## src/hdl/lzssd_pkg.sv

```systemverilog
// Shared types and constants for the LZSS window decompressor.
// No dependencies; imported by every module of the block.
`default_nettype none

package lzssd_pkg;

    localparam int WIN_DEPTH = 2048;
    localparam int WIN_AW    = 11;

    // The write pointer comes out of reset here; a full clearing sweep that
    // starts here also ends here.
    localparam logic [WIN_AW-1:0] WRITE_START = 11'h7df;
    localparam logic [WIN_AW-1:0] CLEAR_LAST  = 11'h7de;

    localparam logic [3:0] FLAGS_PER_BYTE = 4'd8;
    localparam logic [5:0] MATCH_MIN_LEN  = 6'd2;

    // Sequencer states.
    typedef enum logic [2:0] {
        ST_CLEAR,
        ST_IDLE,
        ST_LIT,
        ST_READ,
        ST_COPY
    } seq_state_t;

    // Token decoding phase: what the next compressed byte means.
    typedef enum logic [1:0] {
        PH_FLAG,
        PH_TOKEN,
        PH_MATCH2
    } phase_t;

    // Window memory request from the sequencer.
    typedef struct packed {
        logic              we;
        logic [WIN_AW-1:0] waddr;
        logic [7:0]        wdata;
        logic              re;
        logic [WIN_AW-1:0] raddr;
    } win_req_t;

    // One decompressed byte handed to the output register.
    typedef struct packed {
        logic       valid;
        logic [7:0] data;
        logic       last;
    } emit_t;

endpackage

`default_nettype wire

```

## src/hdl/lzssd_seq.sv

```systemverilog
// Token decoder and copy sequencer: drives the window port and the emit path.
// Depends on lzssd_pkg; the window memory lives in lzssd_window.
`default_nettype none

module lzssd_seq
    import lzssd_pkg::*;
(
    input  wire logic       aclk,
    input  wire logic       aresetn,
    input  wire logic       in_valid,
    output logic            in_ready,
    input  wire logic [7:0] in_byte,
    input  wire logic       in_last,
    input  wire logic       out_free,
    input  wire logic [7:0] win_rd_data,
    output win_req_t        win_req,
    output emit_t           emit
);

    seq_state_t        state_reg, state_next;
    phase_t            phase_reg, phase_next;
    logic [7:0]        flag_bits_reg, flag_bits_next;
    logic [3:0]        flags_left_reg, flags_left_next;
    logic [7:0]        off_low_reg, off_low_next;
    logic [WIN_AW-1:0] wp_reg, wp_next;
    logic [WIN_AW-1:0] rd_addr_reg, rd_addr_next;
    logic [5:0]        count_reg, count_next;
    logic [7:0]        lit_reg, lit_next;
    logic              last_reg, last_next;

    logic              accept;
    logic [3:0]        flags_used;
    phase_t            phase_used;
    logic              copy_done;

    assign in_ready  = (state_reg == ST_IDLE);
    assign accept    = in_valid && in_ready;
    assign copy_done = (count_reg == 6'd1);

    // Flag consumption after a finished token.
    assign flags_used = (flags_left_reg != 4'd0) ? (flags_left_reg - 4'd1) : 4'd0;
    assign phase_used = (flags_used == 4'd0) ? PH_FLAG : PH_TOKEN;

    always_ff @(posedge aclk) begin
        if (!aresetn) begin
            state_reg      <= ST_CLEAR;
            phase_reg      <= PH_FLAG;
            flag_bits_reg  <= 8'd0;
            flags_left_reg <= 4'd0;
            off_low_reg    <= 8'd0;
            wp_reg         <= WRITE_START;
            last_reg       <= 1'b0;
        end else begin
            state_reg      <= state_next;
            phase_reg      <= phase_next;
            flag_bits_reg  <= flag_bits_next;
            flags_left_reg <= flags_left_next;
            off_low_reg    <= off_low_next;
            wp_reg         <= wp_next;
            last_reg       <= last_next;
        end
    end

    always_ff @(posedge aclk) begin
        rd_addr_reg <= rd_addr_next;
        count_reg   <= count_next;
        lit_reg     <= lit_next;
    end

    // Next state.
    always_comb begin
        state_next = state_reg;
        case (state_reg)
            ST_CLEAR: begin
                if (wp_reg == CLEAR_LAST) begin
                    state_next = ST_IDLE;
                end
            end
            ST_IDLE: begin
                if (accept) begin
                    if (phase_reg == PH_TOKEN && flag_bits_reg[0]) begin
                        state_next = ST_LIT;
                    end else if (phase_reg == PH_MATCH2) begin
                        state_next = ST_READ;
                    end else if (in_last) begin
                        state_next = ST_CLEAR;
                    end
                end
            end
            ST_LIT: begin
                if (out_free) begin
                    state_next = last_reg ? ST_CLEAR : ST_IDLE;
                end
            end
            ST_READ: begin
                state_next = ST_COPY;
            end
            ST_COPY: begin
                if (out_free) begin
                    if (copy_done) begin
                        state_next = last_reg ? ST_CLEAR : ST_IDLE;
                    end else begin
                        state_next = ST_READ;
                    end
                end
            end
            default: begin
                state_next = ST_CLEAR;
            end
        endcase
    end

    // Datapath and outputs. The write pointer is stepped by one for clearing,
    // literals and copies alike.
    always_comb begin
        phase_next      = phase_reg;
        flag_bits_next  = flag_bits_reg;
        flags_left_next = flags_left_reg;
        off_low_next    = off_low_reg;
        wp_next         = wp_reg;
        rd_addr_next    = rd_addr_reg;
        count_next      = count_reg;
        lit_next        = lit_reg;
        last_next       = last_reg;
        win_req         = '0;
        emit            = '0;
        win_req.waddr   = wp_reg;
        win_req.raddr   = rd_addr_reg;

        case (state_reg)
            ST_CLEAR: begin
                win_req.we    = 1'b1;
                win_req.wdata = 8'd0;
                wp_next       = wp_reg + 11'd1;
            end
            ST_IDLE: begin
                if (accept) begin
                    last_next = in_last;
                    case (phase_reg)
                        PH_TOKEN: begin
                            if (flag_bits_reg[0]) begin
                                lit_next = in_byte;
                            end else begin
                                off_low_next = in_byte;
                                phase_next   = PH_MATCH2;
                            end
                        end
                        PH_MATCH2: begin
                            rd_addr_next = {in_byte[7:5], off_low_reg};
                            count_next   = {1'b0, in_byte[4:0]} + MATCH_MIN_LEN;
                        end
                        default: begin
                            flag_bits_next  = in_byte;
                            flags_left_next = FLAGS_PER_BYTE;
                            phase_next      = PH_TOKEN;
                        end
                    endcase
                    // A stream end on a byte that emits nothing resets at once.
                    if (in_last && !(phase_reg == PH_MATCH2) &&
                        !(phase_reg == PH_TOKEN && flag_bits_reg[0])) begin
                        phase_next      = PH_FLAG;
                        flag_bits_next  = 8'd0;
                        flags_left_next = 4'd0;
                        off_low_next    = 8'd0;
                        wp_next         = WRITE_START;
                    end
                end
            end
            ST_LIT: begin
                if (out_free) begin
                    emit.valid      = 1'b1;
                    emit.data       = lit_reg;
                    emit.last       = 1'b1;
                    win_req.we      = 1'b1;
                    win_req.wdata   = lit_reg;
                    wp_next         = wp_reg + 11'd1;
                    flag_bits_next  = {1'b0, flag_bits_reg[7:1]};
                    flags_left_next = flags_used;
                    phase_next      = phase_used;
                end
            end
            ST_READ: begin
                win_req.re   = 1'b1;
                rd_addr_next = rd_addr_reg + 11'd1;
            end
            ST_COPY: begin
                if (out_free) begin
                    emit.valid    = 1'b1;
                    emit.data     = win_rd_data;
                    emit.last     = copy_done;
                    win_req.we    = 1'b1;
                    win_req.wdata = win_rd_data;
                    wp_next       = wp_reg + 11'd1;
                    count_next    = count_reg - 6'd1;
                    if (copy_done) begin
                        flag_bits_next  = {1'b0, flag_bits_reg[7:1]};
                        flags_left_next = flags_used;
                        phase_next      = phase_used;
                    end
                end
            end
            default: begin
            end
        endcase

        // End of stream after an emitting token: back to reset values.
        if ((state_reg == ST_LIT || (state_reg == ST_COPY && copy_done)) &&
            out_free && last_reg) begin
            phase_next      = PH_FLAG;
            flag_bits_next  = 8'd0;
            flags_left_next = 4'd0;
            off_low_next    = 8'd0;
            wp_next         = WRITE_START;
        end
    end

`ifndef SYNTH
    a_no_emit_in_clear: assert property (@(posedge aclk) disable iff (!aresetn)
        (state_reg == ST_CLEAR) |-> !emit.valid)
        else $error("byte emitted during window clearing");

    a_copy_count_range: assert property (@(posedge aclk) disable iff (!aresetn)
        (state_reg == ST_COPY) |-> (count_reg != 6'd0 && count_reg <= 6'd33))
        else $error("copy count out of range");

    a_copy_after_read: assert property (@(posedge aclk) disable iff (!aresetn)
        (state_reg == ST_COPY && $past(state_reg) != ST_COPY) |->
            ($past(state_reg) == ST_READ))
        else $error("copy entered without a window read");

    a_clear_ends_at_start: assert property (@(posedge aclk) disable iff (!aresetn)
        (state_reg == ST_IDLE && $past(state_reg) == ST_CLEAR) |->
            (wp_reg == WRITE_START))
        else $error("clearing sweep left write pointer off start");
`endif

endmodule

`default_nettype wire

```

## config.mk

```make
export PLATFORM = sky130hd
export DESIGN_NAME = lzssd_seq
export DESIGN_NICKNAME = d
export VERILOG_FILES = /design/src/hdl/lzssd_pkg.sv /design/src/hdl/lzssd_seq.sv
export SDC_FILE = /design/constraint.sdc
export NUM_CORES = 1
export LEC_CHECK = 0
export BUFFER_PORTS_ARGS = -buffer_cell sky130_fd_sc_hd__buf_2
export CELL_PAD_IN_SITES_DETAIL_PLACEMENT = 2
export CELL_PAD_IN_SITES_GLOBAL_PLACEMENT = 2
export CORE_MARGIN = 2
export CORE_UTILIZATION = 35
export DETAILED_ROUTE_END_ITERATION = 7
export PLACE_DENSITY = 0.85
export SLEW_MARGIN = 25
export SYNTH_ARGS = -nofsm -noshare
export SYNTH_HDL_FRONTEND = slang
export SYNTH_SLANG_ARGS = --single-unit
```

## constraint.sdc

```tcl
create_clock -name aclk -period 2.5 [get_ports aclk]
set_input_delay 0.125 -clock aclk [delete_from_list [all_inputs] [get_ports aclk]]
set_output_delay 0.125 -clock aclk [all_outputs]
set_load 0.01 [all_outputs]
```

After elaboration in Yosys (flattened, before gate mapping):

Index checks and enable logic that the tools add are counted.

* logic and storage cells: 124
* bits in registers: 62

* reduce and logical (&&, ||, !) cells: 30
* $add $sub $neg: 5
* eq/ne operators: 21
* multiplexer cells: 57
* bitwise gates (word level): 1

Operators with widths (number)
* 8-bit 2-to-1 mux: 11
* 11-bit 2-to-1 mux: 5
* 11-bit one-hot mux with 3 select lines: 1
* 4-bit 2-to-1 mux: 7
* 8-bit one-hot mux with 3 select lines: 1
* 11-bit by 1-bit adder with 11-bit output (second input constant): 2
* 11-bit one-hot mux with 2 select lines: 1
* 3-bit 2-to-1 mux: 7
* 10-bit 2-to-1 mux: 2
* 10-bit one-hot mux with 2 select lines: 1
* 6-bit 2-to-1 mux: 3
* 8-bit one-hot mux with 2 select lines: 1
* 4-bit AND reduction: 4
* 3-bit one-hot mux with 5 select lines: 1
* 2-bit 2-to-1 mux: 7
* 4-bit one-hot mux with 3 select lines: 1
* 6-bit one-hot mux with 2 select lines: 1
* 11-bit == test (second input constant): 1
* 2-bit by 1-bit != test with 1-bit output (second input constant): 5
* 2-bit != test (second input constant): 4
* 1-bit logical AND: 7
* 7-bit AND reduction: 1
* 5-bit by 2-bit adder with 6-bit output (second input constant): 1
* 3-bit by 2-bit == test with 1-bit output (second input constant): 2
* other kinds (27): 37

Depth between registers and ports, before layout:

* depth in word-level cells: 7
* gate-level depth with buffers: 9
* gate-level depth less buffers: 7

Least setup slack after synthesis:

Ideal clock, no wire load.

* kind: reg2reg
* from: register state_reg[0]
* to: register rd_addr_reg[0], enable pin
* path buffers: 2
* path slack: 0.484 ns
* stages on the path, launching flop included: 7
* clock period less this slack: 2.016 ns
* setup time: 0.378 ns
* arrival: 1.637 ns
* cell sequence: dfxtp_1 -> buf_6 -> or3b_1 -> buf_6 -> inv_1 -> a21oi_1 -> nor2_1

* longest elaborated chain between the ends: 4
* elaborated cells on any way between the ends: 7
* those cells by class: 4 x eq/ne; 3 x reduce/logical

Ends and longest elaborated chain
* start: declaration: line lzssd_seq.sv:20 `seq_state_t state_reg, state_next;`
* start signal: assignment: line lzssd_seq.sv:54 `state_reg <= state_next;`
* 3-bit by 1-bit == test with 1-bit output *: line lzssd_seq.sv:36 `assign in_ready = (state_reg == ST_IDLE);`
* net in_ready: line lzssd_seq.sv:11 `output logic in_ready,`
* 1-bit logical AND: line lzssd_seq.sv:37 `assign accept = in_valid && in_ready;`
* 2-bit by 1-bit != test with 1-bit output (no source line)
* 3-bit AND reduction (no source line) *
* end signal: assignment: line lzssd_seq.sv:65 `rd_addr_reg <= rd_addr_next;`
* end: declaration: line lzssd_seq.sv:26 `logic [WIN_AW-1:0] rd_addr_reg, rd_addr_next;`

The timed path passes the listed nets; every way through them passes the cells marked *.
A chain may end at the register's enable or synchronous reset.

Final worst setup path:

* from: register count_reg[1]
* to: register flags_left_reg[0]

* longest elaborated chain between the ends: 6
* elaborated cells on any way between the ends: 8
* those cells by class: 2 x eq/ne; 6 x reduce/logical

Ends and longest elaborated chain
* start: declaration: line lzssd_seq.sv:27 `logic [5:0] count_reg, count_next;`
* start signal: assignment: line lzssd_seq.sv:66 `count_reg <= count_next;`
* 6-bit by 1-bit == test with 1-bit output *: line lzssd_seq.sv:38 `assign copy_done = (count_reg == 6'd1);`
* 1-bit logical AND: line lzssd_seq.sv:207 `if ((state_reg == ST_LIT || (state_reg == ST_COPY && copy_done)) &&`
* 1-bit logical OR: line lzssd_seq.sv:207
* 1-bit logical AND: line lzssd_seq.sv:207
* 1-bit logical AND: line lzssd_seq.sv:208 `out_free && last_reg) begin`
* 2-bit OR reduction (no source line)
* end signal: assignment: line lzssd_seq.sv:57 `flags_left_reg <= flags_left_next;`
* end: declaration: line lzssd_seq.sv:23 `logic [3:0] flags_left_reg, flags_left_next;`

Every way passes the cells marked *; elsewhere a longest branch is shown, timed or not.

==> impl_metrics.yaml <==
routing:
  vias: 3052
  route.detailed.drc: 0
  drt_wl_total_mm: 11.0
  detail_route.iter0.violations: 86
  ant_nets: 0
  wl_per_cell_um: 19.3
  dr.pass1.iters: 4
  vias_per_cell: 5.34
global_routing:
  groute.usage.overall_pct: 21.3
  vias_in_the_first_global_route: 3370
  gr-total-overflow: 0
  grt_first_pass_wirelength_mm: 18.4
  number_of_antenna_violations_at_the_first_check_in_global_routing: 0
  largest_net_degree_at_the_start_of_global_routing: 23
cts:
  cts_post_setup_buffers_inserted: 0
  cts.hold.buffers_added: 0
  path_clk_slew_ns: 0.07
  htreeDepth: 3
  cts_sinks: 62
  cts_tree: "built"
  cts_root_buffer: "clkbuf_8"
  numCtsBuffers: 9
  post_cts.resized_instances: 0
  worst_skew_pair.late_latency_ns: 0.36
  max-clock-path-buffers: 2
job:
  max_cap_violations: 0
synthesis:
  synth-main-ff-cell: "dfxtp_1"
  synthDominantCellAreaShare_pct: 20.8
  ys_seq_area_share_pct: 41.4
  synth_top_area_cell: "edfxtp_1"
  post-synth-top-count-cell: "nand2_1"
  synthSimpleGateAreaFrac_pct: 24.8
  netlist_area_mm2: 0.00361
  cell_types_occupying_the_most_area_after_synthesis: "edfxtp_1 21%, dfxtp_1 21%, nand2_1 4.3%, a21oi_1 3.6%, xnor2_1 3.2%"
  synth_top_family_by_area: "simple AND/OR/NAND/NOR gates"
  netlist-cell-type-count: 57
  share_of_the_synthesized_area_in_compound_gates_ao_oa_aoi_oai_pct: 18.4
  synth_cells: 371
  ys_top_cells_by_count: "41 x nand2_1, 37 x dfxtp_1, 29 x nor2_1, 26 x a21oi_1, 25 x edfxtp_1"
  synth_mux_area_share_pct: 0.278
  async_reset_ff_share_pct: 0
  ys_seq_elements: 62
  synth.avg_cell_area_um2: 9.72
  synth.net_count: 401
  post_synth_xor_area_fraction_pct: 5.34
  synth_edf_count: 25
  yosysWarnings: 0
  synth_fa_ha_area_share_pct: 3.12
setup_path:
  worstPathRequired_ns: 2.79
  setup.worst_path.class: "register to register"
  crit_fanout: 12
  critical_path_arrival_ns: 2.59
  worst_r2r_startpoint: "count_reg[1]"
  cp_cell_sequence: "inv_1, ha_1, nor3b_1, a21boi_2, a211oi_4, nand3b_1, a21oi_2"
  cp-end-kind: "register"
  crit_path_start_kind: "register"
  setup.worst_path.start: "count_reg[1]"
  cpPeakStageDelay_ns: 0.57
  critical-path-slowest-cell: "a211oi_4"
timing:
  fin_skew_ns: 0.00884
  slew_headroom_pct: 40.8
  post-route-worst-setup-slack_ns: 0.206
  timing.final.crit_share_pct: 91.7
  hold_viol_final: 0
  period_minus_slack_ns: 2.29
  finalSetupViolations: 0
  slew_viol_final: 0
  max_freq_ghz: 0.436
  tns_ns: 0
  least_margin_pin_slew_ns: 0.883
  grt_setup_unrepaired: "no"
floorplanning:
  floorplan.rows: 37
  core_area_mm2: 0.0102
  floorplan.initialDensity_pct: 35.4
  die_x_um: 106
  die-height_um: 106
  top_level_ports: 64
  die_area_mm2: 0.0111
final_layout:
  n_antenna_cell: 0
  sequential_cell_area_mm2: 0.00149
  filler_cell_count: 1134
  fraction_of_final_layout_cells_sized_beyond_drive_strength_1_pct: 29.8
  layout-area-overhead-vs-synth_pct: 16.1
  area_of_combinational_cells_with_multiple_inputs_mm2: 0.00187
  final_nets: 461
power_and_ir_drop:
  sequentialPowerShare_pct: 40.8
  power_switching_share_pct: 34.4
  p_leak_nw: 1.64
  internal_power_mw: 2.07
  power.clock.fraction_pct: 30.6
  vdd_drop_max_uv: 363
  netSwitchingPower_mw: 1.08
  p_per_area_mw_per_mm2: 752
  combPwrFrac_pct: 28.6
worst_hold_path:
  hold_start: "in_byte[0]"
  hold_class: "input port to register"
place:
  port_buffers: 63
  gp_congestion: 0.778
  pre_cts_slack_ns: 0.290
  place.detailed.hpwl_mm: 7.94
status:
  run_status: "completed"
## logic make-up after synthesis
logic type                 after synthesis
adders and majority gates                9
muxes                                    1
and+or+nand+nor                        153
buffers and inverters                   36
DFF                                     62
xor gates and xnor gates                22
AOI/OAI and AO/OA                       88
## routing by layer
metal / routed length [µm] / part of all wire (%) / global-route usage (%)
met3: 433 / 3.9 / 4.27
met5: 0 / 0 / 0
met4: 229 / 2.1 / 8.55
met1: 4690 / 43 / 25.4
met2: 5660 / 51 / 37.5
## critical path: cells and delay by family (launching register included)
family | cells | cell delay (ns)
DFF | 1 | 0.41
buffers and inverters | 1 | 0.11
adders and majority gates | 1 | 0.15
and+or+nand+nor | 2 | 0.64
AOI/OAI and AO/OA | 3 | 0.92
## path summary, 6_finish.rpt
check | to | slack, ns | depth (start not counted)
setup / recovery | flags_left_reg[0] | 0.21 | 7
hold / removal | lit_reg[0] | 0.03 | 1
setup reg to reg | flags_left_reg[0] | 0.21 | 7
hold reg to reg | off_low_reg[1] | 0.46 | 2
## power by group through the flow
stage / registers (mW) / logic, mW / clock network (mW)
3_5_place_dp: 1.30 / 0.894 / 0
2_1_floorplan: 1.29 / 0.670 / 0
3_3_place_gp: 1.29 / 0.848 / 0
5_1_grt: 1.30 / 1.01 / 1.04
6_report: 1.29 / 0.899 / 0.963
4_1_cts: 1.28 / 0.914 / 0.991
## layout by cell type, fill, tap and decap left out, drive strengths merged, types with 2 or more instances in the layout
master  Yosys  layout
a31oi       3       3
nand2      44      44
inv         9       9
nor2       32      32
o21ai      18      18
or3b        3       3
o21a        2       2
a21oi      30      30
ha          9       9
clkinv      0       4
nor3b       4       4
buf        22      76
xnor2      13      13
o211ai      2       2
nand4       7       7
nand3b      2       2
clkbuf      5      10
nor2b       2       2
a22o        8       8
nor3       14      14
xor2        9       9
a211oi     13      13
edfxtp     25      25
nand2b      4       4
and4bb      3       3
a21boi      6       6
bufinv      0       2
nand3      20      20
and3       14      14
a211o       2       2
dfxtp      37      37
## per-stage QoR
step | instances | util [%] | power (mW) | hold WS [ns] | cell area, µm²
CTS | 572 | 41.1 | 3.19 | 0.0117 | 4190
finish | 572 | 41.1 | 3.15 | 0.0322 | 4190
floorplan | 371 | - | 1.96 | 0.224 | 3610
global placement | 556 | 39.1 | 2.14 | 0.376 | 3980
detailed placement | 556 | 39.1 | 2.20 | 0.389 | 3980
global route | 572 | 41.1 | 3.35 | 0.0159 | 4190
## layout make-up
type                       instances  share of cell area, %
clock inverter                     6                   1.82
multi-input combinational        273                   44.8
tap                              136                   4.06
sequential                        62                   35.6
clock buffer                      10                   3.05
inverter                           9                  0.807
timing repair buffer              76                   9.86
No activity file was read; power rests on OpenSTA's default activity.
