**src/hdl/lzssd_pkg.sv**
```systemverilog
// Shared types and constants for the LZSS window decompressor.
// No dependencies; imported by every module of the block.
`default_nettype none

package lzssd_pkg;

    localparam int WIN_DEPTH = 2048;
    localparam int WIN_AW    = 11;

    // The write pointer comes out of reset here; a full clearing sweep that
    // starts here also ends here.
    localparam logic [WIN_AW-1:0] WRITE_START = 11'h7df;
    localparam logic [WIN_AW-1:0] CLEAR_LAST  = 11'h7de;

    localparam logic [3:0] FLAGS_PER_BYTE = 4'd8;
    localparam logic [5:0] MATCH_MIN_LEN  = 6'd2;

    // Sequencer states.
    typedef enum logic [2:0] {
        ST_CLEAR,
        ST_IDLE,
        ST_LIT,
        ST_READ,
        ST_COPY
    } seq_state_t;

    // Token decoding phase: what the next compressed byte means.
    typedef enum logic [1:0] {
        PH_FLAG,
        PH_TOKEN,
        PH_MATCH2
    } phase_t;

    // Window memory request from the sequencer.
    typedef struct packed {
        logic              we;
        logic [WIN_AW-1:0] waddr;
        logic [7:0]        wdata;
        logic              re;
        logic [WIN_AW-1:0] raddr;
    } win_req_t;

    // One decompressed byte handed to the output register.
    typedef struct packed {
        logic       valid;
        logic [7:0] data;
        logic       last;
    } emit_t;

endpackage

`default_nettype wire

```
**src/hdl/lzssd_window_decompressor_top_placeholder.sv**
```systemverilog
// Output register stage for decompressed beats.
// Depends on lzssd_pkg for the emit struct.
`default_nettype none

module lzssd_outreg
    import lzssd_pkg::*;
(
    input  wire logic  aclk,
    input  wire logic  aresetn,
    input  wire emit_t emit,
    input  wire logic  m_ready,
    output logic       m_valid,
    output logic [7:0] m_out_byte,
    output logic       m_last_of_run,
    output logic       out_free
);

    logic       valid_reg;
    logic [7:0] byte_reg;
    logic       last_reg;

    assign out_free = !valid_reg || m_ready;

    always_ff @(posedge aclk) begin
        if (!aresetn) begin
            valid_reg <= 1'b0;
        end else if (emit.valid) begin
            valid_reg <= 1'b1;
        end else if (m_ready) begin
            valid_reg <= 1'b0;
        end
    end

    always_ff @(posedge aclk) begin
        if (emit.valid) begin
            byte_reg <= emit.data;
            last_reg <= emit.last;
        end
    end

    assign m_valid       = valid_reg;
    assign m_out_byte    = byte_reg;
    assign m_last_of_run = last_reg;

endmodule

`default_nettype wire

```
**config.mk**
```make
export PLATFORM = sky130hd
export DESIGN_NAME = lzssd_outreg
export DESIGN_NICKNAME = d
export VERILOG_FILES = /design/src/hdl/lzssd_pkg.sv /design/src/hdl/lzssd_window_decompressor_top_placeholder.sv
export SDC_FILE = /design/constraint.sdc
export NUM_CORES = 1
export LEC_CHECK = 0
export ABC_CLOCK_PERIOD_IN_PS = 800
export BUFFER_PORTS_ARGS = -buffer_cell sky130_fd_sc_hd__buf_2
export CAP_MARGIN = 20
export CELL_PAD_IN_SITES_DETAIL_PLACEMENT = 1
export CELL_PAD_IN_SITES_GLOBAL_PLACEMENT = 1
export CORE_MARGIN = 8
export CORE_UTILIZATION = 24
export DETAILED_ROUTE_END_ITERATION = 7
export GPL_ROUTABILITY_DRIVEN = 0
export PLACE_DENSITY_LB_ADDON = 0.1
export SETUP_SLACK_MARGIN = 0.5
export SYNTH_ARGS = -nofsm -noshare
export SYNTH_HDL_FRONTEND = slang
export SYNTH_SLANG_ARGS = --single-unit
```
**constraint.sdc**
```tcl
create_clock -name aclk -period 0.8 [get_ports aclk]
set_input_delay 0.04 -clock aclk [delete_from_list [all_inputs] [get_ports aclk]]
set_output_delay 0.04 -clock aclk [all_outputs]
set_load 0.1 [all_outputs]
```
Word level (Yosys, flattened, before mapping)
Cells that the tools add are included.
{"block": "word_totals", "ff_bits": 10, "inputBits": 13, "out_inout_bits": 11, "word_cells": 8}
{"block": "classes", "reduce_logical": 3, "mux": 2}
{"op": "1-bit two-way mux", "count": 2}
{"op": "2-bit nonzero test", "count": 1}
{"op": "1-bit zero test", "count": 1}
{"op": "1-bit logical OR", "count": 1}

Longest topological paths before layout
Gate-level depths: netlist (run 1).
{"block": "depth", "ltp_word": 2, "ltp_mapped": 2, "ltp_nobuf": 2}

Least setup slack after synthesis (run 1)
OpenSTA, ideal clock, no wires.
{"block": "synth_path", "kind": "register -> register", "start": "reg m_valid (netlist name)", "end": "reg valid_reg, in the netlist m_valid", "setup_ns": 0.070, "synth_period_minus_slack_ns": 1.631, "arrival_ns": 1.560, "path_slack_ns": -0.831, "required_time_ns": 0.730, "path_buffers": 0, "stages_incl_launch_ff": 3, "path_cell_list": "dfxtp_1 nand2b_4 a21boi_2"}
{"element": "end signal: assignment", "line_no": "lzssd_window_decompressor_top_placeholder.sv:26", "text": "valid_reg <= 1'b0;"}
{"element": "end signal: assignment", "line_no": "lzssd_window_decompressor_top_placeholder.sv:28", "text": "valid_reg <= 1'b1;"}
{"element": "end signal: assignment", "line_no": "lzssd_window_decompressor_top_placeholder.sv:30", "text": "valid_reg <= 1'b0;"}
{"element": "end: declaration", "line_no": "lzssd_window_decompressor_top_placeholder.sv:18", "text": "logic valid_reg;"}

Worst setup path after layout (run 1)
{"block": "layout_path", "start": "reg last_reg, in the netlist m_last_of_run", "end": "out m_last_of_run"}
{"element": "start: declaration", "line_no": "lzssd_window_decompressor_top_placeholder.sv:20", "text": "logic last_reg;"}
{"element": "start signal: assignment", "line_no": "lzssd_window_decompressor_top_placeholder.sv:37", "text": "last_reg <= emit.last;"}
{"element": "end: declaration", "line_no": "lzssd_window_decompressor_top_placeholder.sv:14", "text": "output logic m_last_of_run,"}
No word-level cell between the ends.

==> results by group, run 1 <==
Synth
  • Synth Instances: 13
  • Synth Cell Area: roughly 320 um2
  • Net Count, Synth: 26
  • Syn Area/Cell: between 20 and 25 um2
  • Synthesized flop and latch total: 10
  • Register area share after synthesis: 0.910
  • Cell variety after synth: 5
  • YS warnings: 0

Worst setup path
  • RR Endpoint: m_valid
  • Worst-path maximum fanout: 1
  • CP cell instances: buf_12
  • WP buf/inv: 1
  • Critical path's slowest cell: edfxtp_1
  • Crit end category: primary output
  • RR Startpoint: m_valid
  • Required @ worst endpoint: roughly 0.76 ns
  • Register-to-register setup slack: about 0.090 ns
  • Critical path launch point type: register
  • CP arrival: 0.89 ns
  • CP delay by family, top: flip-flops
  • Setup CP Type: register to primary output
  • Crit-path max cell delay: around 0.43 ns
  • R2R depth: 3

Finish
  • Final net count: 55
  • Final core occ: 0.522
  • Layout cell share with drive strength beyond 1: 0.732
  • ANT cells: 0
  • Area delta synth->final: 107%
  • Design Area, Final: ~660 um2
  • Fill count: approximately 120

CTS
  • Clk_lat worst skew: between 0.2 and 0.3 ns
  • Clock Path Buffers: 2
  • Clock tree sinks: 10
  • Number of H-tree levels: 1
  • Clk pin slew, worst setup/hold paths: around 0.070 ns
  • Clock Root Buffer: clkbuf_4
  • TritonCTS clock tree: built
  • Clock buffer count from CTS: 3

STA
  • Unrepaired setup endpoints after global routing: yes
  • Fin crit share: 1.16
  • Tightest Pin Transition: roughly 0.13 ns
  • Relative slew slack: 0.913
  • Setup TNS: -1.16 ns
  • Final Setup Violations: 11
  • Slew Viols, Final: 0
  • Final Worst Setup Slack: -0.129 ns
  • Fin. Hold Viols: 9
  • WHS: -0.0515 ns
  • Skew final: 0 ns
  • FMAX: 1080 MHz
  • Fin crit period: 0.929 ns

Hold path
  • Hold Path Origin: emit[5]
  • Hold-critical path depth: 1
  • WHS Endpoint: m_out_byte[4]
  • Worst Hold Class: primary input to register

Drt
  • Residual DRC count: 0
  • Post-DRT Antenna Nets: 0
  • Avg WL per Cell: 14.8 um
  • Final wirelength: 830 um
  • Via density: approximately 4
  • Routed vias: about 220
  • DRC violation total after the first TritonRoute iteration: 0
  • 1st-pass router iterations: 1

Global route
  • Antenna violations before repair: 0
  • Number of global-route vias before repair: 270
  • First-pass GRT wire length: between 1 and 1.5 mm
  • Largest net degree at the start of global routing: 11
  • GRT overflow: 0
  • Total GRT Usage: 0.0664

Power and ir drop
  • Leak: approximately 0.29 nW
  • Worst vdd ir: between 0.0009 and 0.001 V
  • Cell Pwr Density: 2310 nW/um2

Floorplan
  • Initial core utilization: 0.251
  • Die width: around 52 um
  • Die ar.: about 2800 um2
  • Num rows: 13
  • Ports: 24
  • Core area: 1270 um2
  • Die H: approximately 52 um

Run
  • Max_cap viols: 0

Place
  • Pre-CTS setup slack: between 0.15 and 0.2 ns
  • IO buf count: 23
  • Cell Area, Placed: ~620 um2

Run status
  • Failing checks: negative hold slack, negative setup slack
  • Outcome: finished with violations
-- cells in the mapped netlist --
cell      n  area (um2)
edfxtp_1  9         270
a21boi_2  1        11.3
dfxtp_1   1        20.0
inv_1     1        3.75
nand2b_4  1        13.8
-- power by group --
part,leakage (nW),total (W),internal [W],switching (W)
Clock,0.0154,0.000349,0.000180,0.000169
Combinational,0.174,0.000531,0.000187,0.000344
Sequential,0.0970,0.000650,0.000615,0.0000351
-- cells in the final DEF (no fill, tap or decap) --
cell type and instances:
buf_2 11, buf_12 11, dfxtp_4 1, a21boi_2 1
buf_6 1, clkbuf_4 3, inv_1 1, nand2b_4 1
clkinv_1 1, buf_4 1, edfxtp_1 9
-- how the worst max path moves through the flow --
stage	start	end	slack, ns	depth (start not counted)
after floorplan	m_valid	m_valid	-0.22	2
after CTS	m_last_of_run	m_last_of_run	-0.14	1
after detailed placement	m_last_of_run	m_last_of_run	0.16	1
after global placement	m_valid	out_free	0.17	2
after global routing	m_last_of_run	m_last_of_run	-0.17	1
final	m_last_of_run	m_last_of_run	-0.13	1
-- sequential cells by signal, summed over array words and instances (netlist names) --
| signal | count |
|---|---|
| m_last_of_run | 1 |
| m_out_byte | 8 |
| m_valid | 1 |
-- final cells by class --
cell class                      instances  area, um2  area share
Sequential cell                        10        294       0.444
Timing Repair Buffer                   24        294       0.444
Multi-Input combinational cell          2       25.0      0.0378
Clock buffer                            3       22.5      0.0340
Tap cell                               15       18.8      0.0284
Clock inverter                          1       3.75     0.00567
Inverter                                1       3.75     0.00567
-- stage by stage --
stage	cells	total power, W
5_1_grt	56	0.00159
6_report	56	0.00153
2_1_floorplan	13	0.000956
3_3_place_gp	51	0.00118
4_1_cts	56	0.00155
3_5_place_dp	51	0.00119
-- metal layers --
metal / up-vias / track usage / part of all wire
met1: 102 / 0.0608 / 0.32
met2: 13 / 0.109 / 0.58
met3: 0 / 0.0341 / 0.098
met4: 0 / 0.0517 / 0
met5: - / 0 / 0
li1: 103 / - / -
-- cells by family (layout without fill, tap and decap cells) --
logic type	count (synthesis)	after routing	synth area share
simple gates	1	1	0.0431
flops	10	10	0.910
buf+inv	1	29	0.0118
compound gates	1	1	0.0353
-- repair_timing --
action / CTS / global route
buffers inserted: 1 / 0
pin swaps: 0 / 0
gates resized for setup: 2 / 0
setup endpoints to repair: 16 / 12
cloned: 0 / 0
endpoints found under the hold margin: 10 / 9
Power figures use the tool's default switching activity.
==> run 2: changes to the inputs <==
ABC_CLOCK_PERIOD_IN_PS = 1150   (was 800)
CORE_AREA = 8 8 45 47   (was default)
CORE_MARGIN = default   (was 8)
CORE_UTILIZATION = default   (was 24)
DIE_AREA = 0 0 53 55   (was default)
clock period = 1.15 ns   (was 0.8 ns; I/O delays follow)
==> results by group, run 2 (synthesis gave the netlist of run 1 again) <==
Drt
  • DRC violation total after the first TritonRoute iteration: 1
  • Final wirelength: approximately 720 um
  • 1st-pass router iterations: 2
  • Post-DRT Antenna Nets: 0
  • Residual DRC count: 0
  • Routed vias: between 200 and 250
  • Via density: 3.79
  • Avg WL per Cell: 12.4 um

Run
  • Max_cap viols: 0

CTS
  • Clock Path Buffers: 2
  • Clock buffer count from CTS: 3
  • Number of H-tree levels: 1
  • Clk pin slew, worst setup/hold paths: 0.06 ns
  • Clock tree sinks: 10
  • TritonCTS clock tree: built
  • Clk_lat worst skew: 0.25 ns
  • Clock Root Buffer: clkbuf_4

Place
  • IO buf count: 23
  • Placed cells: between 50 and 60
  • Cell Area, Placed: 488 um2

Floorplan
  • Die ar.: 2920 um2
  • Die width: between 50 and 60 um
  • Num rows: 14
  • Core area: 1380 um2
  • Ports: 24
  • Initial core utilization: 0.231
  • Die H: approximately 55 um

STA
  • Fin crit share: 0.795
  • Setup TNS: 0 ns
  • Fin crit period: a little over 0.9 ns
  • Fin. Hold Viols: 9
  • Skew final: 0 ns
  • Tightest Pin Transition: approximately 0.21 ns
  • Unrepaired setup endpoints after global routing: yes
  • Final Setup Violations: 0
  • WHS: -0.0248 ns
  • FMAX: between 1000 and 1500 MHz
  • Relative slew slack: 0.861
  • Slew Viols, Final: 0

Finish
  • Layout cell share with drive strength beyond 1: 0.738
  • Area delta synth->final: 84.7%
  • Final net count: 56
  • Highest-count cells in the layout ignoring fill and taps: buf_2, buf_6, edfxtp_1
  • Max reg flops: 8
  • Commonest non-fill, non-tap cell in the layout: buf_2
  • Design Area, Final: just under 600 um2
  • ANT cells: 0
  • Final core occ: 0.426
  • Final Non-Filler Cells: 58

Power and ir drop
  • Worst vdd ir: 0.000698 V
  • Combinational power share: 0.323
  • Leak: ~0.26 nW
  • Sequential Power Share: 0.440
  • Switch Pwr: 0.000358 W
  • Cell Pwr Density: 1700 nW/um2
  • Clock power share: 0.237
  • Sw Ratio: 0.357
  • Internal power: 0.000645 W

Worst setup path
  • Worst-path maximum fanout: 2
  • Crit end category: primary output
  • CP arrival: 0.86 ns
  • Critical path launch point type: register
  • Required @ worst endpoint: ~1.1 ns
  • Setup CP Type: register to primary output

Global route
  • Antenna violations before repair: 0
  • First-pass GRT wire length: approximately 1.0 mm
  • GRT overflow: 0
  • Total GRT Usage: 0.0530
  • Largest net degree at the start of global routing: 11
  • Number of global-route vias before repair: 246

Hold path
  • Worst Hold Class: primary input to register

Run status
  • Failing checks: negative hold slack
  • Outcome: finished with violations
## run 2: changes by cell type in the layout (fill, tap and decap cells not counted), sizes merged
cell and delta:
clkinv -1, clkbuf +1, buf +1
## run 2: layout make-up
cell class	instances	area [um2]
Fill cell	150	795
Sequential cell	10	294
Timing Repair Buffer	25	220
Clock buffer	4	26.3
Multi-Input combinational cell	2	25.0
Tap cell	16	20.0
Inverter	1	3.75
## run 2: final timing paths
check,endpoint,cells after the start,from,slack [ns]
max,out_free,2,m_valid,0.24
min,m_out_byte[3],1,emit[4],-0.02
max reg2reg,m_valid,4,m_valid,0.31
min reg2reg,m_valid,4,m_valid,0.69
## run 2: timing repair
action                                 4_1_cts  5_1_grt
resized for setup                           18        1
buffers inserted                             1        1
pin swaps                                    0        1
gates cloned                                 0        0
endpoints found under the hold margin        9        9
setup endpoints to repair                   11       12
## run 2: critical path: stages (launching register included)
cell and delay (ns):
dfxtp_4 0.36, nand2b_4 0.08, buf_12 0.17
## run 2: power by group through the flow
stage	Sequential (W)	Combinational, W	Clock, W
detailed placement	0.000443	0.000290	0
finish	0.000441	0.000324	0.000238
global placement	0.000442	0.000288	0
global route	0.000444	0.000330	0.000277
CTS	0.000442	0.000322	0.000262
floorplan	0.000646	0.0000192	0
## run 2: metrics by stage
| stage | worst slack [ns] | total power, W | hold slack (ns) |
|---|---|---|---|
| 3_3_place_gp | 0.371 | 0.000730 | 0.234 |
| 3_5_place_dp | 0.355 | 0.000733 | 0.236 |
| 5_1_grt | 0.191 | 0.00105 | -0.0462 |
| 4_1_cts | 0.214 | 0.00103 | -0.0434 |
| 2_1_floorplan | 0.127 | 0.000665 | 0.156 |
| 6_report | 0.236 | 0.00100 | -0.0248 |
## run 2: metal layers
metal / part of all wire / wire, um / vias up / global-route usage
met5: 0 / 0 / - / 0
met4: 0 / 0 / 0 / 0.0388
met3: 0.15 / 111 / 0 / 0.0401
met2: 0.53 / 382 / 15 / 0.0879
met1: 0.31 / 224 / 98 / 0.0421
li1: - / - / 107 / -
==> run 3: changes to the inputs <==
ABC_AREA = 1   (was default)
ABC_CLOCK_PERIOD_IN_PS = 800   (was 1150)
CORE_AREA = default   (was 8 8 45 47)
CORE_MARGIN = 8   (was default)
CORE_UTILIZATION = 24   (was default)
DIE_AREA = default   (was 0 0 53 55)
clock period = 0.8 ns   (was 1.15 ns; I/O delays follow)
==> results by group, run 3 <==
Global route
  • GRT overflow: 0
  • Number of global-route vias before repair: roughly 290
  • Largest net degree at the start of global routing: 11
  • Antenna violations before repair: 0
  • First-pass GRT wire length: roughly 1.4 mm
  • Total GRT Usage: 0.0755

Floorplan
  • Die ar.: roughly 2700 um2
  • Ports: 24
  • Die width: between 50 and 60 um
  • Initial core utilization: 0.250
  • Num rows: 13
  • Die H: around 52 um
  • Core area: 1270 um2

Synth
  • Top cell type's share of synthesized area: 0.854
  • Synth Instances: 15
  • Top cells by area, synth: edfxtp_1, dfxtp_1, inv_1, a21oi_2, nand2_2
  • Ys async rst share: 0
  • Syn Area/Cell: about 21 um2
  • Number of flops mapped to enable cells by yosys: 9
  • Most frequent cell after synthesis: edfxtp_1
  • Synth top cells by count: edfxtp_1, inv_1, a21oi_2, dfxtp_1, nand2_2
  • Register area share after synthesis: 0.917
  • Cell variety after synth: 5
  • Synth Flop Type: edfxtp_1
  • Post-synth top area cell: edfxtp_1
  • Synthesized flop and latch total: 10
  • YS warnings: 0
  • Synth Cell Area: between 300 and 400 um2
  • Net Count, Synth: 28

Drt
  • 1st-pass router iterations: 3
  • DRC violation total after the first TritonRoute iteration: 4
  • Via density: 4.09
  • Residual DRC count: 0
  • Avg WL per Cell: approximately 16 um
  • Post-DRT Antenna Nets: 0
  • Final wirelength: approximately 910 um
  • Routed vias: 237

CTS
  • TritonCTS clock tree: built
  • Clock tree sinks: 10
  • Clock Root Buffer: clkbuf_4
  • Clk pin slew, worst setup/hold paths: about 0.070 ns
  • Clock Path Buffers: 2
  • Number of H-tree levels: 1
  • Clock buffer count from CTS: 3
  • Clk_lat worst skew: between 0.2 and 0.3 ns

Worst setup path
  • CP delay by family, top: flip-flops
  • Worst Setup SP: m_out_byte[6]
  • CP arrival: between 0.8 and 0.9 ns
  • Crit-path max cell delay: around 0.43 ns
  • Setup CP Type: register to primary output
  • Required @ worst endpoint: approximately 0.76 ns
  • Crit end category: primary output
  • WP buf/inv: 1
  • RR Startpoint: m_valid
  • Critical path's slowest cell: edfxtp_1
  • CP cell instances: buf_12
  • Worst-path maximum fanout: 1
  • Critical path launch point type: register

STA
  • Setup TNS: -1.17 ns
  • Final Setup Violations: 11
  • Fin crit share: 1.15
  • Slew Viols, Final: 0
  • FMAX: 1090 MHz
  • Fin crit period: just over 0.9 ns
  • Relative slew slack: 0.885
  • Final Worst Setup Slack: -0.120 ns
  • WHS: -0.0520 ns
  • Fin. Hold Viols: 9
  • Skew final: 0 ns
  • Tightest Pin Transition: 0.173 ns
  • Unrepaired setup endpoints after global routing: yes

Hold path
  • Hold Path Origin: emit[8]
  • Worst Hold Class: primary input to register

Power and ir drop
  • Worst vdd ir: around 0.00084 V
  • Cell Pwr Density: 2300 nW/um2
  • Leak: ~0.29 nW

Finish
  • Layout cell share with drive strength beyond 1: 0.698
  • Design Area, Final: 673 um2
  • Fill count: roughly 130
  • Max reg flops: 8
  • Highest-count cells in the layout ignoring fill and taps: buf_2, buf_12, edfxtp_1
  • Final net count: between 50 and 60
  • Area delta synth->final: 113%
  • ANT cells: 0

Place
  • Cell Area, Placed: between 600 and 700 um2
  • Post-detail-place hpwl: just under 800 um
  • Pre-CTS setup slack: 0.155 ns
  • IO buf count: 23

Run status
  • Failing checks: negative hold slack, negative setup slack
  • Outcome: finished with violations

Run
  • Max_cap viols: 0
## run 3: changes by cell type after synthesis, sizes merged
| cell | previous run | this run |
|---|---|---|
| inv | 1 | 3 |
| a21boi | 1 | 0 |
| a21oi | 0 | 1 |
| nand2 | 0 | 1 |
| nand2b | 1 | 0 |
## run 3: per-stage QoR
step / instances / util / power, W
after floorplan: 15 / - / 0.000962
after global routing: 58 / 0.531 / 0.00160
after global placement: 53 / 0.499 / 0.00119
after CTS: 57 / 0.522 / 0.00157
final: 58 / 0.531 / 0.00155
after detailed placement: 53 / 0.499 / 0.00120
## run 3: kinds of logic after synthesis
kind of cell / Yosys count / synth area share
flip-flops: 10 / 0.917
AND/OR/NAND/NOR: 1 / 0.0198
AO/OA/AOI/OAI: 1 / 0.0277
buffers and inverters: 3 / 0.0356
## run 3: layer usage
layer  track usage  vias up  routed length, um
li1              -      109                  -
met3        0.0455        0                 74
met2         0.125       12                561
met4        0.0517        0                  0
met5             0        -                  0
met1        0.0672      116                278
## run 3: cell type report
class | instances | area, um2 | area share
timing repair buffer | 24 | 294 | 0.437
clock buffer | 4 | 26.3 | 0.0390
multi-input combinational | 2 | 28.8 | 0.0428
tap | 15 | 18.8 | 0.0279
sequential | 10 | 294 | 0.437
inverter | 3 | 11.3 | 0.0167
## run 3: power by group
part / internal, W / switching, W
logic: 0.000186 / 0.000352
registers: 0.000615 / 0.0000375
clock network: 0.000192 / 0.000166
total: 0.000994 / 0.000555
## run 3: path summary, 6_finish.rpt
| check | endpoint | slack (ns) | depth (start not counted) |
|---|---|---|---|
| max | m_out_byte[6] | -0.12 | 1 |
| min | m_out_byte[7] | -0.05 | 1 |
| max reg2reg | m_valid | 0.06 | 3 |
| min reg2reg | m_valid | 0.60 | 3 |
## run 3: what timing repair did
item,4_1_cts,5_1_grt
resized for setup,1,1
pin swaps,1,1
endpoints found under the setup margin,16,12
setup buffers,0,1
endpoints found under the hold margin,10,9
## run 3: worst register-to-register path, delay by kind of cell, from the launching register on
family,cells,cell delay [ns]
buf+inv,1,0.11
flops,1,0.39
simple gates,1,0.06
compound gates,1,0.11
